<file path="src/rtl/sjs_pkg.sv">
// shared constants, status codes and control/status structs of the schrage job sequencer
`timescale 1ns / 1ps
package sjs_pkg;

  // field widths
  localparam int IN_W      = 16;
  localparam int TIME_W    = 23;
  localparam int JOB_NUM_W = 6;
  localparam int ORD_W     = 6;
  localparam int ST_W      = 2;

  // default store depth
  localparam int DEF_MAX_JOBS = 64;

  // per-job status codes
  localparam logic [ST_W-1:0] ST_PENDING = 2'd0;
  localparam logic [ST_W-1:0] ST_READY   = 2'd1;
  localparam logic [ST_W-1:0] ST_DONE    = 2'd2;

  // commands from controller to datapath
  typedef struct packed {
    logic load;        // store the request's job
    logic init;        // reset clock, makespan, sequence counters
    logic scan;        // start a pass over the store
    logic mark_ready;  // make least pending job ready
    logic jump;        // move clock to least pending release
    logic advance;     // start chosen job: clock += work
    logic retire;      // mark chosen job done, emit result
    logic clear;       // empty the store
  } sjs_cmd_t;

  // status from datapath to controller
  typedef struct packed {
    logic scan_done;   // pass finished, candidates valid
    logic lp_found;    // a pending job exists
    logic lp_due;      // its release is at or before the clock
    logic tr_found;    // a ready job exists
    logic last_job;    // the job being retired is the final one
  } sjs_stat_t;

endpackage

</file>
<file path="src/rtl/sjs_ctrl.sv">
// controller state machine of the schrage job sequencer
`timescale 1ns / 1ps
module sjs_ctrl
  import sjs_pkg::*;
(
  input  logic      clk,
  input  logic      rst_n,
  input  logic      start,
  input  logic      in_final_job,
  input  sjs_stat_t stat,
  output sjs_cmd_t  cmd,
  output logic      busy
);

  localparam logic [2:0] S_IDLE = 3'd0;
  localparam logic [2:0] S_SCAN = 3'd1;
  localparam logic [2:0] S_WAIT = 3'd2;
  localparam logic [2:0] S_EMIT = 3'd3;
  localparam logic [2:0] S_OUT  = 3'd4;

  logic [2:0] state_r;
  logic [2:0] state_nxt;

  // state register
  always_ff @(posedge clk) begin
    if (!rst_n) begin
      state_r <= S_IDLE;
    end else begin
      state_r <= state_nxt;
    end
  end

  // next state and commands
  always_comb begin
    state_nxt = state_r;
    cmd       = '0;
    unique case (state_r)
      S_IDLE: begin
        if (start) begin
          cmd.load = 1'b1;
          if (in_final_job) begin
            cmd.init  = 1'b1;
            state_nxt = S_SCAN;
          end
        end
      end
      S_SCAN: begin
        cmd.scan  = 1'b1;
        state_nxt = S_WAIT;
      end
      S_WAIT: begin
        if (stat.scan_done) begin
          if (stat.lp_found && stat.lp_due) begin
            cmd.mark_ready = 1'b1;
            state_nxt      = S_SCAN;
          end else if (stat.tr_found) begin
            state_nxt = S_EMIT;
          end else if (stat.lp_found) begin
            cmd.jump  = 1'b1;
            state_nxt = S_SCAN;
          end else begin
            cmd.clear = 1'b1;
            state_nxt = S_IDLE;
          end
        end
      end
      S_EMIT: begin
        cmd.advance = 1'b1;
        state_nxt   = S_OUT;
      end
      S_OUT: begin
        cmd.retire = 1'b1;
        if (stat.last_job) begin
          cmd.clear = 1'b1;
          state_nxt = S_IDLE;
        end else begin
          state_nxt = S_SCAN;
        end
      end
      default: begin
        state_nxt = S_IDLE;
      end
    endcase
  end

  assign busy = (state_r != S_IDLE);

endmodule

</file>
<file path="src/rtl/sjs_datapath.sv">
// job store, scan comparators, clock and result registers of the schrage job sequencer
`timescale 1ns / 1ps
module sjs_datapath
  import sjs_pkg::*;
#(
  parameter int MAX_JOBS = DEF_MAX_JOBS
) (
  input  logic                 clk,
  input  logic                 rst_n,
  input  sjs_cmd_t             cmd,
  output sjs_stat_t            stat,
  input  logic [IN_W-1:0]      in_release_time,
  input  logic [IN_W-1:0]      in_work_time,
  input  logic [IN_W-1:0]      in_tail_time,
  output logic                 out_valid,
  output logic [JOB_NUM_W-1:0] out_job_number,
  output logic [TIME_W-1:0]    out_start_at,
  output logic [TIME_W-1:0]    out_finish_at,
  output logic                 out_last_result,
  output logic [TIME_W-1:0]    out_makespan
);

  localparam int IDX_W = (MAX_JOBS > 1) ? $clog2(MAX_JOBS) : 1;
  localparam int CNT_W = $clog2(MAX_JOBS + 1);

  // job store memories
  logic [IN_W-1:0]  rel_mem  [MAX_JOBS];
  logic [IN_W-1:0]  work_mem [MAX_JOBS];
  logic [IN_W-1:0]  tail_mem [MAX_JOBS];
  logic [ORD_W-1:0] ord_mem  [MAX_JOBS];
  logic [ST_W-1:0]  status_r [MAX_JOBS];

  logic [CNT_W-1:0]  count_r;
  logic [CNT_W-1:0]  done_cnt_r;
  logic [TIME_W-1:0] clock_r;
  logic [TIME_W-1:0] start_r;
  logic [TIME_W-1:0] best_r;
  logic [ORD_W-1:0]  seq_r;

  // scan pipeline
  logic             scan_on_r;
  logic [CNT_W-1:0] scan_addr_r;
  logic             rd_vld_r;
  logic [IDX_W-1:0] rd_idx_r;
  logic [ST_W-1:0]  rd_status_r;
  logic [IN_W-1:0]  rel_q;
  logic [IN_W-1:0]  tail_q;
  logic [ORD_W-1:0] ord_q;
  logic [IN_W-1:0]  work_q;

  // candidates
  logic             lp_found_r;
  logic [IDX_W-1:0] lp_idx_r;
  logic [IN_W-1:0]  lp_rel_r;
  logic             tr_found_r;
  logic [IDX_W-1:0] tr_idx_r;
  logic [IN_W-1:0]  tr_tail_r;
  logic [ORD_W-1:0] tr_ord_r;

  // output registers
  logic                 out_valid_r;
  logic [JOB_NUM_W-1:0] out_job_number_r;
  logic [TIME_W-1:0]    out_start_at_r;
  logic [TIME_W-1:0]    out_finish_at_r;
  logic                 out_last_result_r;
  logic [TIME_W-1:0]    out_makespan_r;

  logic [IDX_W-1:0] load_idx;
  logic [IDX_W-1:0] scan_idx;
  logic             store_full;
  logic             scan_more;
  logic             scan_done;
  logic             lp_take;
  logic             tr_take;
  logic [TIME_W:0]  total;
  logic [TIME_W-1:0] best_nxt;
  logic             last_job;

  assign load_idx   = count_r[IDX_W-1:0];
  assign scan_idx   = scan_addr_r[IDX_W-1:0];
  assign store_full = (count_r >= CNT_W'(MAX_JOBS));
  assign scan_more  = (scan_addr_r < count_r);
  assign scan_done  = scan_on_r && !scan_more && !rd_vld_r;

  // release, work and tail memories: write on load, registered read
  always_ff @(posedge clk) begin
    if (cmd.load && !store_full) begin
      rel_mem[load_idx]  <= in_release_time;
      work_mem[load_idx] <= in_work_time;
      tail_mem[load_idx] <= in_tail_time;
    end
    rel_q  <= rel_mem[scan_idx];
    tail_q <= tail_mem[scan_idx];
    work_q <= work_mem[tr_idx_r];
  end

  // ready order memory: written when a job becomes ready
  always_ff @(posedge clk) begin
    if (cmd.mark_ready) begin
      ord_mem[lp_idx_r] <= seq_r;
    end
    ord_q <= ord_mem[scan_idx];
  end

  // per-job status: set pending on load, so only entries below the count matter
  always_ff @(posedge clk) begin
    if (cmd.load && !store_full) begin
      status_r[load_idx] <= ST_PENDING;
    end else if (cmd.mark_ready) begin
      status_r[lp_idx_r] <= ST_READY;
    end else if (cmd.retire) begin
      status_r[tr_idx_r] <= ST_DONE;
    end
  end

  // job count
  always_ff @(posedge clk) begin
    if (!rst_n) begin
      count_r <= '0;
    end else if (cmd.clear) begin
      count_r <= '0;
    end else if (cmd.load && !store_full) begin
      count_r <= count_r + CNT_W'(1);
    end
  end

  // scan address and read stage
  always_ff @(posedge clk) begin
    if (!rst_n) begin
      scan_on_r   <= 1'b0;
      scan_addr_r <= '0;
      rd_vld_r    <= 1'b0;
    end else if (cmd.scan) begin
      scan_on_r   <= 1'b1;
      scan_addr_r <= '0;
      rd_vld_r    <= 1'b0;
    end else if (scan_on_r) begin
      rd_vld_r <= scan_more;
      if (scan_more) begin
        scan_addr_r <= scan_addr_r + CNT_W'(1);
      end
      if (scan_done) begin
        scan_on_r <= 1'b0;
      end
    end
  end

  always_ff @(posedge clk) begin
    rd_idx_r    <= scan_idx;
    rd_status_r <= status_r[scan_idx];
  end

  // candidate compare: least pending release (latest on tie),
  // largest ready tail (earliest made ready on tie)
  assign lp_take = rd_vld_r && (rd_status_r == ST_PENDING) &&
                   (!lp_found_r || (rel_q <= lp_rel_r));
  assign tr_take = rd_vld_r && (rd_status_r == ST_READY) &&
                   (!tr_found_r || (tail_q > tr_tail_r) ||
                    ((tail_q == tr_tail_r) && (ord_q < tr_ord_r)));

  always_ff @(posedge clk) begin
    if (!rst_n) begin
      lp_found_r <= 1'b0;
      tr_found_r <= 1'b0;
    end else if (cmd.scan) begin
      lp_found_r <= 1'b0;
      tr_found_r <= 1'b0;
    end else begin
      if (lp_take) begin
        lp_found_r <= 1'b1;
      end
      if (tr_take) begin
        tr_found_r <= 1'b1;
      end
    end
  end

  always_ff @(posedge clk) begin
    if (lp_take) begin
      lp_idx_r <= rd_idx_r;
      lp_rel_r <= rel_q;
    end
    if (tr_take) begin
      tr_idx_r  <= rd_idx_r;
      tr_tail_r <= tail_q;
      tr_ord_r  <= ord_q;
    end
  end

  // retire math: total delivery and running makespan
  assign total    = {1'b0, clock_r} + (TIME_W + 1)'(tr_tail_r);
  assign best_nxt = (total > {1'b0, best_r}) ? total[TIME_W-1:0] : best_r;
  assign last_job = ((done_cnt_r + CNT_W'(1)) == count_r);

  // schedule clock, makespan, ready sequence and retire count
  always_ff @(posedge clk) begin
    if (!rst_n) begin
      clock_r    <= '0;
      best_r     <= '0;
      seq_r      <= '0;
      done_cnt_r <= '0;
    end else if (cmd.init || cmd.clear) begin
      clock_r    <= '0;
      best_r     <= '0;
      seq_r      <= '0;
      done_cnt_r <= '0;
    end else begin
      if (cmd.mark_ready) begin
        seq_r <= seq_r + ORD_W'(1);
      end
      if (cmd.jump) begin
        clock_r <= TIME_W'(lp_rel_r);
      end
      if (cmd.advance) begin
        clock_r <= clock_r + TIME_W'(work_q);
      end
      if (cmd.retire) begin
        best_r     <= best_nxt;
        done_cnt_r <= done_cnt_r + CNT_W'(1);
      end
    end
  end

  always_ff @(posedge clk) begin
    if (cmd.advance) begin
      start_r <= clock_r;
    end
  end

  // result strobe and payload
  always_ff @(posedge clk) begin
    if (!rst_n) begin
      out_valid_r <= 1'b0;
    end else begin
      out_valid_r <= cmd.retire;
    end
  end

  always_ff @(posedge clk) begin
    if (cmd.retire) begin
      out_job_number_r  <= JOB_NUM_W'(tr_idx_r);
      out_start_at_r    <= start_r;
      out_finish_at_r   <= clock_r;
      out_last_result_r <= last_job;
      out_makespan_r    <= last_job ? best_nxt : '0;
    end
  end

  assign out_valid       = out_valid_r;
  assign out_job_number  = out_job_number_r;
  assign out_start_at    = out_start_at_r;
  assign out_finish_at   = out_finish_at_r;
  assign out_last_result = out_last_result_r;
  assign out_makespan    = out_makespan_r;

  assign stat.scan_done = scan_done;
  assign stat.lp_found  = lp_found_r;
  assign stat.lp_due    = ({{(TIME_W - IN_W){1'b0}}, lp_rel_r} <= clock_r);
  assign stat.tr_found  = tr_found_r;
  assign stat.last_job  = last_job;

endmodule

</file>
<file path="src/rtl/schrage_job_sequencer.sv">
// top level of the schrage job sequencer: controller plus datapath
//
// Single-machine non-preemptive Schrage scheduler. Each request on start
// (taken when start is high and busy is low) loads one job: release, work
// and tail time. Loads can follow back to back; jobs beyond MAX_JOBS are
// dropped. A request with in_final_job set closes the set, raises busy and
// starts scheduling.
// Each scheduling decision is one pass over the stored jobs. A scheduled
// job costs one pass per job made ready or clock jump before it plus one
// selecting pass and the emit and output states.
// Results come one per scheduled job, in schedule order, each shown for one
// cycle under out_valid; the receiver cannot stall and must take them.
// out_last_result and out_makespan mark the final result; busy then drops
// and the store is empty for the next set.
// Reset (synchronous, rst_n low) empties the store and returns to idle;
// no clearing pass is needed.
`timescale 1ns / 1ps
module schrage_job_sequencer
  import sjs_pkg::*;
#(
  parameter int MAX_JOBS = DEF_MAX_JOBS
) (
  input  logic                 clk,
  input  logic                 rst_n,
  input  logic                 start,
  output logic                 busy,
  input  logic [IN_W-1:0]      in_release_time,
  input  logic [IN_W-1:0]      in_work_time,
  input  logic [IN_W-1:0]      in_tail_time,
  input  logic                 in_final_job,
  output logic                 out_valid,
  output logic [JOB_NUM_W-1:0] out_job_number,
  output logic [TIME_W-1:0]    out_start_at,
  output logic [TIME_W-1:0]    out_finish_at,
  output logic                 out_last_result,
  output logic [TIME_W-1:0]    out_makespan
);

  sjs_cmd_t  cmd;
  sjs_stat_t stat;

  // sequencing control
  sjs_ctrl u_ctrl (
    .clk          (clk),
    .rst_n        (rst_n),
    .start        (start),
    .in_final_job (in_final_job),
    .stat         (stat),
    .cmd          (cmd),
    .busy         (busy)
  );

  // job store and scheduling datapath
  sjs_datapath #(
    .MAX_JOBS (MAX_JOBS)
  ) u_datapath (
    .clk             (clk),
    .rst_n           (rst_n),
    .cmd             (cmd),
    .stat            (stat),
    .in_release_time (in_release_time),
    .in_work_time    (in_work_time),
    .in_tail_time    (in_tail_time),
    .out_valid       (out_valid),
    .out_job_number  (out_job_number),
    .out_start_at    (out_start_at),
    .out_finish_at   (out_finish_at),
    .out_last_result (out_last_result),
    .out_makespan    (out_makespan)
  );

endmodule
</file>
<file path="config.mk">
export PLATFORM = sky130hd
export DESIGN_NAME = schrage_job_sequencer
export DESIGN_NICKNAME = d
export VERILOG_FILES = /design/src/rtl/sjs_pkg.sv /design/src/rtl/sjs_ctrl.sv /design/src/rtl/sjs_datapath.sv /design/src/rtl/schrage_job_sequencer.sv
export SDC_FILE = /design/constraint.sdc
export NUM_CORES = 2
export LEC_CHECK = 0
export ABC_CLOCK_PERIOD_IN_PS = 5700
export BUFFER_PORTS_ARGS = -buffer_cell sky130_fd_sc_hd__buf_2
export CORE_AREA = 10 10 588 533
export CTS_CLUSTER_DIAMETER = 50
export DETAILED_ROUTE_END_ITERATION = 16
export DIE_AREA = 0 0 598 543
export MAX_ROUTING_LAYER = met4
export PLACE_DENSITY = 0.65
export REMOVE_ABC_BUFFERS = 1
export SLEW_MARGIN = 20
export SYNTH_ARGS = -nofsm -noshare
export SYNTH_HDL_FRONTEND = slang
export SYNTH_SLANG_ARGS = --single-unit
</file>
<file path="constraint.sdc">
create_clock -name clk -period 5.7 [get_ports clk]
set_input_delay 0.57 -clock clk [delete_from_list [all_inputs] [get_ports clk]]
set_output_delay 0.57 -clock clk [all_outputs]
set_load 0.005 [all_outputs]
</file>
# [Yosys cells after proc, flatten, opt, wreduce, memory -nomap -nowiden]
# Memories as Yosys holds them, arrays and structs flattened. A register that Yosys moved wholly into a read port is not among the register bits.
# Index checks and enable logic that the tools add are counted.
[word_totals] mem_count=5 out_inout_bits=78 ff_bits=236 ram_bits=3584
[mem_list] memory="u_datapath.rel_mem" words=64 width=16 rd=1 rd_ports_with_merged_regs=1 write_ports=1 line_no="sjs_datapath.sv:27" source="logic [IN_W-1:0] rel_mem [MAX_JOBS];"
[mem_list] memory="u_datapath.tail_mem" words=64 width=16 rd=1 rd_ports_with_merged_regs=1 write_ports=1 line_no="sjs_datapath.sv:29" source="logic [IN_W-1:0] tail_mem [MAX_JOBS];"
[mem_list] memory="u_datapath.work_mem" words=64 width=16 rd=1 rd_ports_with_merged_regs=1 write_ports=1 line_no="sjs_datapath.sv:28" source="logic [IN_W-1:0] work_mem [MAX_JOBS];"
[mem_list] memory="u_datapath.ord_mem" words=64 width=6 rd=1 rd_ports_with_merged_regs=1 write_ports=1 line_no="sjs_datapath.sv:30" source="logic [ORD_W-1:0] ord_mem [MAX_JOBS];"
[mem_list] memory="u_datapath.status_r" words=64 width=2 rd=1 rd_ports_with_merged_regs=1 write_ports=1 line_no="sjs_datapath.sv:31" source="logic [ST_W-1:0] status_r [MAX_JOBS];"
[op_classes] mux=48 n_reduce_logical=29 n_eq_ne=10 bitwise=1 add_sub_neg=6 magnitude_cmp=7
[op_table] op="$mux 23" count=3
[op_table] op="$mux 1" count=30
[op_table] op="$add 23x16->24" count=1
[op_table] op="$gt 24x23->1" count=1
[op_table] op="$add 23x16->23" count=1
[op_table] op="$le 16x23->1" count=1
[op_table] op="$add 7x1->7 const B" count=3
[op_table] op="$eq 16x16->1" count=1
[op_table] op="$gt 16x16->1" count=1
[op_table] op="$le 16x16->1" count=1
[op_table] op="$pmux 3 s5" count=1
[op_table] op="$mux 2" count=7
[op_table] op="$mux 3" count=4
[op_table] op="$mux 6" count=2
[op_table] op="$reduce_or 2->1" count=5
[op_table] op="$logic_and 1x1->1" count=9
[op_table] op="$eq 7x7->1" count=1
[op_table] op="$ge 7x7->1 const B" count=1
[op_table] op="$lt 7x7->1" count=1
[op_table] op="$add 6x1->6 const B" count=1
[op_table] op="$eq 3x2->1 const B" count=2
[op_table] op="$lt 6x6->1" count=1
[op_table] op="$logic_not 1->1" count=5
[op_table] op="$logic_or 1x1->1" count=4
[op_table] op="13 further kinds" count=14

# [Logic depth before layout (Yosys ltp)]
[logic_depth] word_depth=12 depth_mapped=20

# [Hierarchy]
# A second synthesis with hierarchy kept.
[unflattened] cells_unflattened=6545 hier_area_um2=149960.1
[modules_own_cells] module="sjs_datapath" area_each_um2=149701.1 seq_area_each_um2=114900.2 n_inst=1 cells_per_inst=6511
[modules_own_cells] module="sjs_ctrl" area_each_um2=259.0 seq_area_each_um2=60.1 n_inst=1 cells_per_inst=34

# [Worst setup path before layout]
# OpenSTA, ideal clock, no wires.
[synth_path] path_type="register to register" start="register u_ctrl.state_r[2]" end="memory u_datapath.status_r[50][0], enable pin" setup_time_ns=0.310 arrival_time_ns=4.398 t_required_ns=5.390 path_stages_with_launch=10 slack_ns=0.992 cell_sequence="dfxtp_1 -> inv_1 -> or3_1 -> clkbuf_1 -> inv_1 -> buf_1 -> a22oi_1 -> nand2_1 -> nand3_1 -> nor2_1"
[synth_rtl] element="from (decl)" line_no="sjs_ctrl.sv:21" source="logic [2:0] state_r;"
[synth_rtl] element="from (signal assigned)" line_no="sjs_ctrl.sv:29" source="state_r <= state_nxt;"
[synth_rtl] element="to (decl)" line_no="sjs_datapath.sv:31"

# [Worst setup path in the final report]
[layout_path] start="register u_datapath.clock_r[1]" end="register u_datapath.out_makespan_r[14] (netlist: u_datapath.out_makespan[14]) (data pin)"
[layout_via] elab_chain_cells=3
[layout_lines] element="from (decl)" line_no="sjs_datapath.sv:35" source="logic [TIME_W-1:0] clock_r;"
[layout_lines] element="from (signal assigned)" line_no="sjs_datapath.sv:212" source="clock_r <= TIME_W'(lp_rel_r);"
[layout_lines] element="from (signal assigned)" line_no="sjs_datapath.sv:215" source="clock_r <= clock_r + TIME_W'(work_q);"
[layout_lines] element="$add 23x16->24 (*)" line_no="sjs_datapath.sv:191" source="assign total = {1'b0, clock_r} + (TIME_W + 1)'(tr_tail_r);"
[layout_lines] element="$gt 24x23->1" line_no="sjs_datapath.sv:192" source="assign best_nxt = (total > {1'b0, best_r}) ? total[TIME_W-1:0] : best_r;"
[layout_lines] element="$mux 23 (*)" line_no="sjs_datapath.sv:192"
[layout_lines] element="to (signal assigned)" line_no="sjs_datapath.sv:245" source="out_makespan_r <= last_job ? best_nxt : '0;"
[layout_lines] element="to (decl)" line_no="sjs_datapath.sv:66" source="logic [TIME_W-1:0] out_makespan_r;"
# Mark *: on every way between the ends. The rest lies on a longest branch, timed or not.
# A chain may end at the register's enable or synchronous reset.

==> flow_summary.json <==
{
  "grt_pass1_wl_um": 560000,
  "arrival_ns": 5.84,
  "track_usage_pct": 24.9,
  "grt_pass1_vias": 72700,
  "worstMarginPinSlew_ns": 1.23,
  "core_area_sq_mm": 0.300,
  "comb_power_share_pct": 2.4,
  "num_vias": 72800,
  "drtAntennaViolNets": 0,
  "setup_viol": 0,
  "grt_max_degree": 132,
  "share_seq_of_total_power_pct": 52.9,
  "grt_overflow": 0,
  "fin_nets": 7101,
  "vias_per_cell": 6.48,
  "slowest_delay_ns": 0.71,
  "max-slew-margin-rel_pct": 17.8,
  "fin_tns_setup_ns": 0,
  "antenna_found_initial": 20,
  "syn_inst": 6498,
  "n_fill_cell": 21500,
  "irDropWorstVdd_uv": 293,
  "synth_area_leader_cell": "edfxtp_1",
  "worstPathCellList": "inv_1 -> fa_1 -> nor2b_1 -> o31ai_1 -> a2111oi_1 -> o311ai_0 -> buf_4 -> a21oi_1 -> xnor2_1 -> inv_1 -> ha_1 -> nand2_1 -> o21ai_0 -> nor3_1 -> a221oi_1 -> a22oi_2 -> buf_12 -> mux2i_1 -> nor2_1",
  "clock-sinks": 3876,
  "maxCapViolCount": 0,
  "io_pins": 130,
  "seq_area_sq_mm": 0.115,
  "ys_seq_area_share_pct": 76.8,
  "ys_seq_elements": 3876,
  "met3_usage_pct": 4.40,
  "hold_class": "in2reg",
  "num_rows": 191,
  "cts_htree_levels": 5,
  "syn2layout_area_growth_pct": 13.9,
  "clkPwrFrac_pct": 44.7,
  "die_y_um": 543,
  "first_pass_iters": 5,
  "p_leak_nw": 51.9,
  "worst_slack_ns": 0.488,
  "path_common_cell": "inv_1",
  "skew_ns": 0.0718,
  "max_freq_mhz": 192,
  "die_x_um": 598,
  "use_met1_pct": 34.4,
  "netlist.area_leader.share_pct": 74.9,
  "synthXorXnorAreaFrac_pct": 0.391,
  "worst-setup-path-type": "reg2reg",
  "multi_input_area_sq_mm": 0.0337,
  "yosysUniqueCellTypes": 78,
  "synth_top_cells_by_area": "edfxtp_1, mux4_2, dfxtp_1",
  "die-area_sq_mm": 0.325,
  "place_hpwl_um": 219000,
  "synth-edff-count": 3733,
  "period_share_pct": 91.4,
  "synthMuxAreaShare_pct": 17.9,
  "async_reset_ff_share_pct": 0,
  "p_int_mw": 47.4,
  "clock_latency_ns": 0.93,
  "top_usage_layer": "met2",
  "drc_errors": 0,
  "synthFlopType": "edfxtp_1",
  "slew_violations": 0,
  "crit_required_ns": 6.32,
  "finalNonFillerCells": 11200,
  "finalCriticalPeriod_ns": 5.21,
  "cts_tree": "done",
  "cts_hold_buf": 0,
  "cts_max_path_buffers": 4,
  "yosysWarnings": 0,
  "finalHoldViolCount": 0,
  "path_clk_slew_ns": 0.06,
  "grt_util_met2_pct": 37.9,
  "yosys.area_share.simple_pct": 1.75,
  "wl_per_cell_um": 35.3,
  "synth_top_family_by_area": "multiplexers",
  "p_per_area_mw_per_mm2": 348,
  "numCtsBuffers": 405,
  "run_status": "finished, final reports clean",
  "drtIter0Drc": 9341,
  "path_max_fanout": 31,
  "drive_above_1_share_pct": 30.7,
  "cp-start-kind": "flip-flop",
  "syn_area_sq_mm": 0.150,
  "place_inst": 10500,
  "p_switching_mw": 12.0,
  "cp_slowest_cell": "a2111oi_1",
  "preCtsSetupSlack_ns": 0.379,
  "ctsRootBufferMaster": "clkbuf_16",
  "sw_frac_of_total_pct": 20.1,
  "initial_core_util_pct": 49.9,
  "grt_setup_unrepaired": "false",
  "io_buffers": 129,
  "synthAdderAreaFrac_pct": 1.01,
  "place.gp.congestion": 0.881,
  "synth_compound_area_share_pct": 1.05,
  "crit_path_end_kind": "flip-flop",
  "finalWirelength_um": 397000,
  "syn_area_per_cell_sq_um": 23.0
}
state kept, by name (all words and copies together) (netlist names), 23 cells and up:
register,count
u_datapath.out_finish_at,23
u_datapath.best_r,23
u_datapath.rel_mem,1024
u_datapath.clock_r,23
u_datapath.tail_mem,1024
u_datapath.ord_mem,384
u_datapath.start_r,23
u_datapath.status_r,128
u_datapath.out_makespan,23
u_datapath.out_start_at,23
u_datapath.work_mem,1024
cell type report:
| type | count | area share (%) |
|---|---|---|
| Antenna cell | 10 | 0.0147 |
| Inverter | 111 | 0.246 |
| Clock buffer | 496 | 6.34 |
| Clock inverter | 246 | 1.55 |
| Multi-Input combinational cell | 2201 | 19.7 |
| Timing Repair Buffer | 334 | 1.78 |
| Tap cell | 3956 | 2.90 |
| Sequential cell | 3876 | 67.4 |
cells by family (layout without fill, tap and decap cells):
family	count (synthesis)	in the layout
AO/OA/AOI/OAI	230	230
XOR/XNOR	66	66
buffers and inverters	421	1187
AND/OR/NAND/NOR	573	573
adder cells (fa/ha/maj)	120	120
other	0	10
multiplexers	1212	1212
flip-flops	3876	3876
layer usage:
metal,vias to the layer above,routed length (um)
met5,-,0
met3,763,34600
met2,3808,188000
met1,39700,156000
li1,28500,-
met4,0,17200
per-stage QoR:
step	hold slack, ns	power [mW]	utilization [%]	cell area (sq um)
global route	0.0542	61.0	56.8	171000
finish	0.0897	59.4	56.8	171000
CTS	0.0704	59.7	56.8	170000
floorplan	0.400	33.2	-	149000
global placement	0.405	33.4	52.3	157000
detailed placement	0.405	33.4	52.3	157000
Yosys cell counts, types with 17 or more instances:
cell and number:
dfxtp_1 143, o21ai_0 31, a21o_1 21, o21a_1 17, edfxtp_1 3733, clkbuf_1 201, mux4_2 1176, inv_1 110
buf_1 87, nor2_1 307, nand4_1 19, nand3_1 48, xnor2_1 48, mux2i_1 36, nor2b_1 17, nor3_1 31
ha_1 118, nand2_1 69, xor2_1 17, a211oi_1 25, a21oi_1 62
worst paths after layout:
check | from | endpoint | slack, ns | cells past startpoint
setup / recovery | u_datapath.clock_r[1] | u_datapath.out_makespan[14] | 0.49 | 19
hold / removal | in_release_time[11] | u_datapath.rel_mem[42][11] | 0.09 | 1
setup reg to reg | u_datapath.clock_r[1] | u_datapath.out_makespan[14] | 0.49 | 19
hold reg to reg | u_datapath.start_r[8] | u_datapath.out_start_at[8] | 0.41 | 0
power by group through the flow:
stage	clock network (mW)	logic [mW]	registers [mW]
after floorplan	0	1.11	32.1
after global placement	0	1.38	32.0
after detailed placement	0	1.42	32.0
after CTS	26.9	1.42	31.4
after global routing	28.1	1.52	31.4
final	26.6	1.41	31.4
worst max-delay path, delay by kind of cell (launching register included):
kind                     cells  cell delay (ns)
AO/OA/AOI/OAI                7             2.34
XOR/XNOR                     1             0.16
adder cells (fa/ha/maj)      2             0.75
flip-flops                   1             0.44
multiplexers                 1             0.17
AND/OR/NAND/NOR              4             0.35
buffers and inverters        4             0.69
layout by cell type (no fill, tap or decap), drive strengths merged, types with 21 or more instances in the layout:
cell / netlist / routed
clkbuf: 202 / 496
xnor2: 49 / 49
nand2: 69 / 69
clkinv: 1 / 156
edfxtp: 3733 / 3733
mux4: 1176 / 1176
bufinv: 0 / 45
mux2i: 36 / 36
a21o: 21 / 21
clkinvlp: 0 / 21
a211oi: 26 / 26
ha: 118 / 118
nor3: 32 / 32
buf: 108 / 334
inv: 110 / 135
o21ai: 31 / 31
nor2: 308 / 308
nand3: 48 / 48
dfxtp: 143 / 143
a21oi: 62 / 62
timing repair:
action,CTS,global route
endpoints found under the setup margin,0,24
setup buffers,0,0
gates resized for setup,0,1
Power figures use the tool's default switching activity.
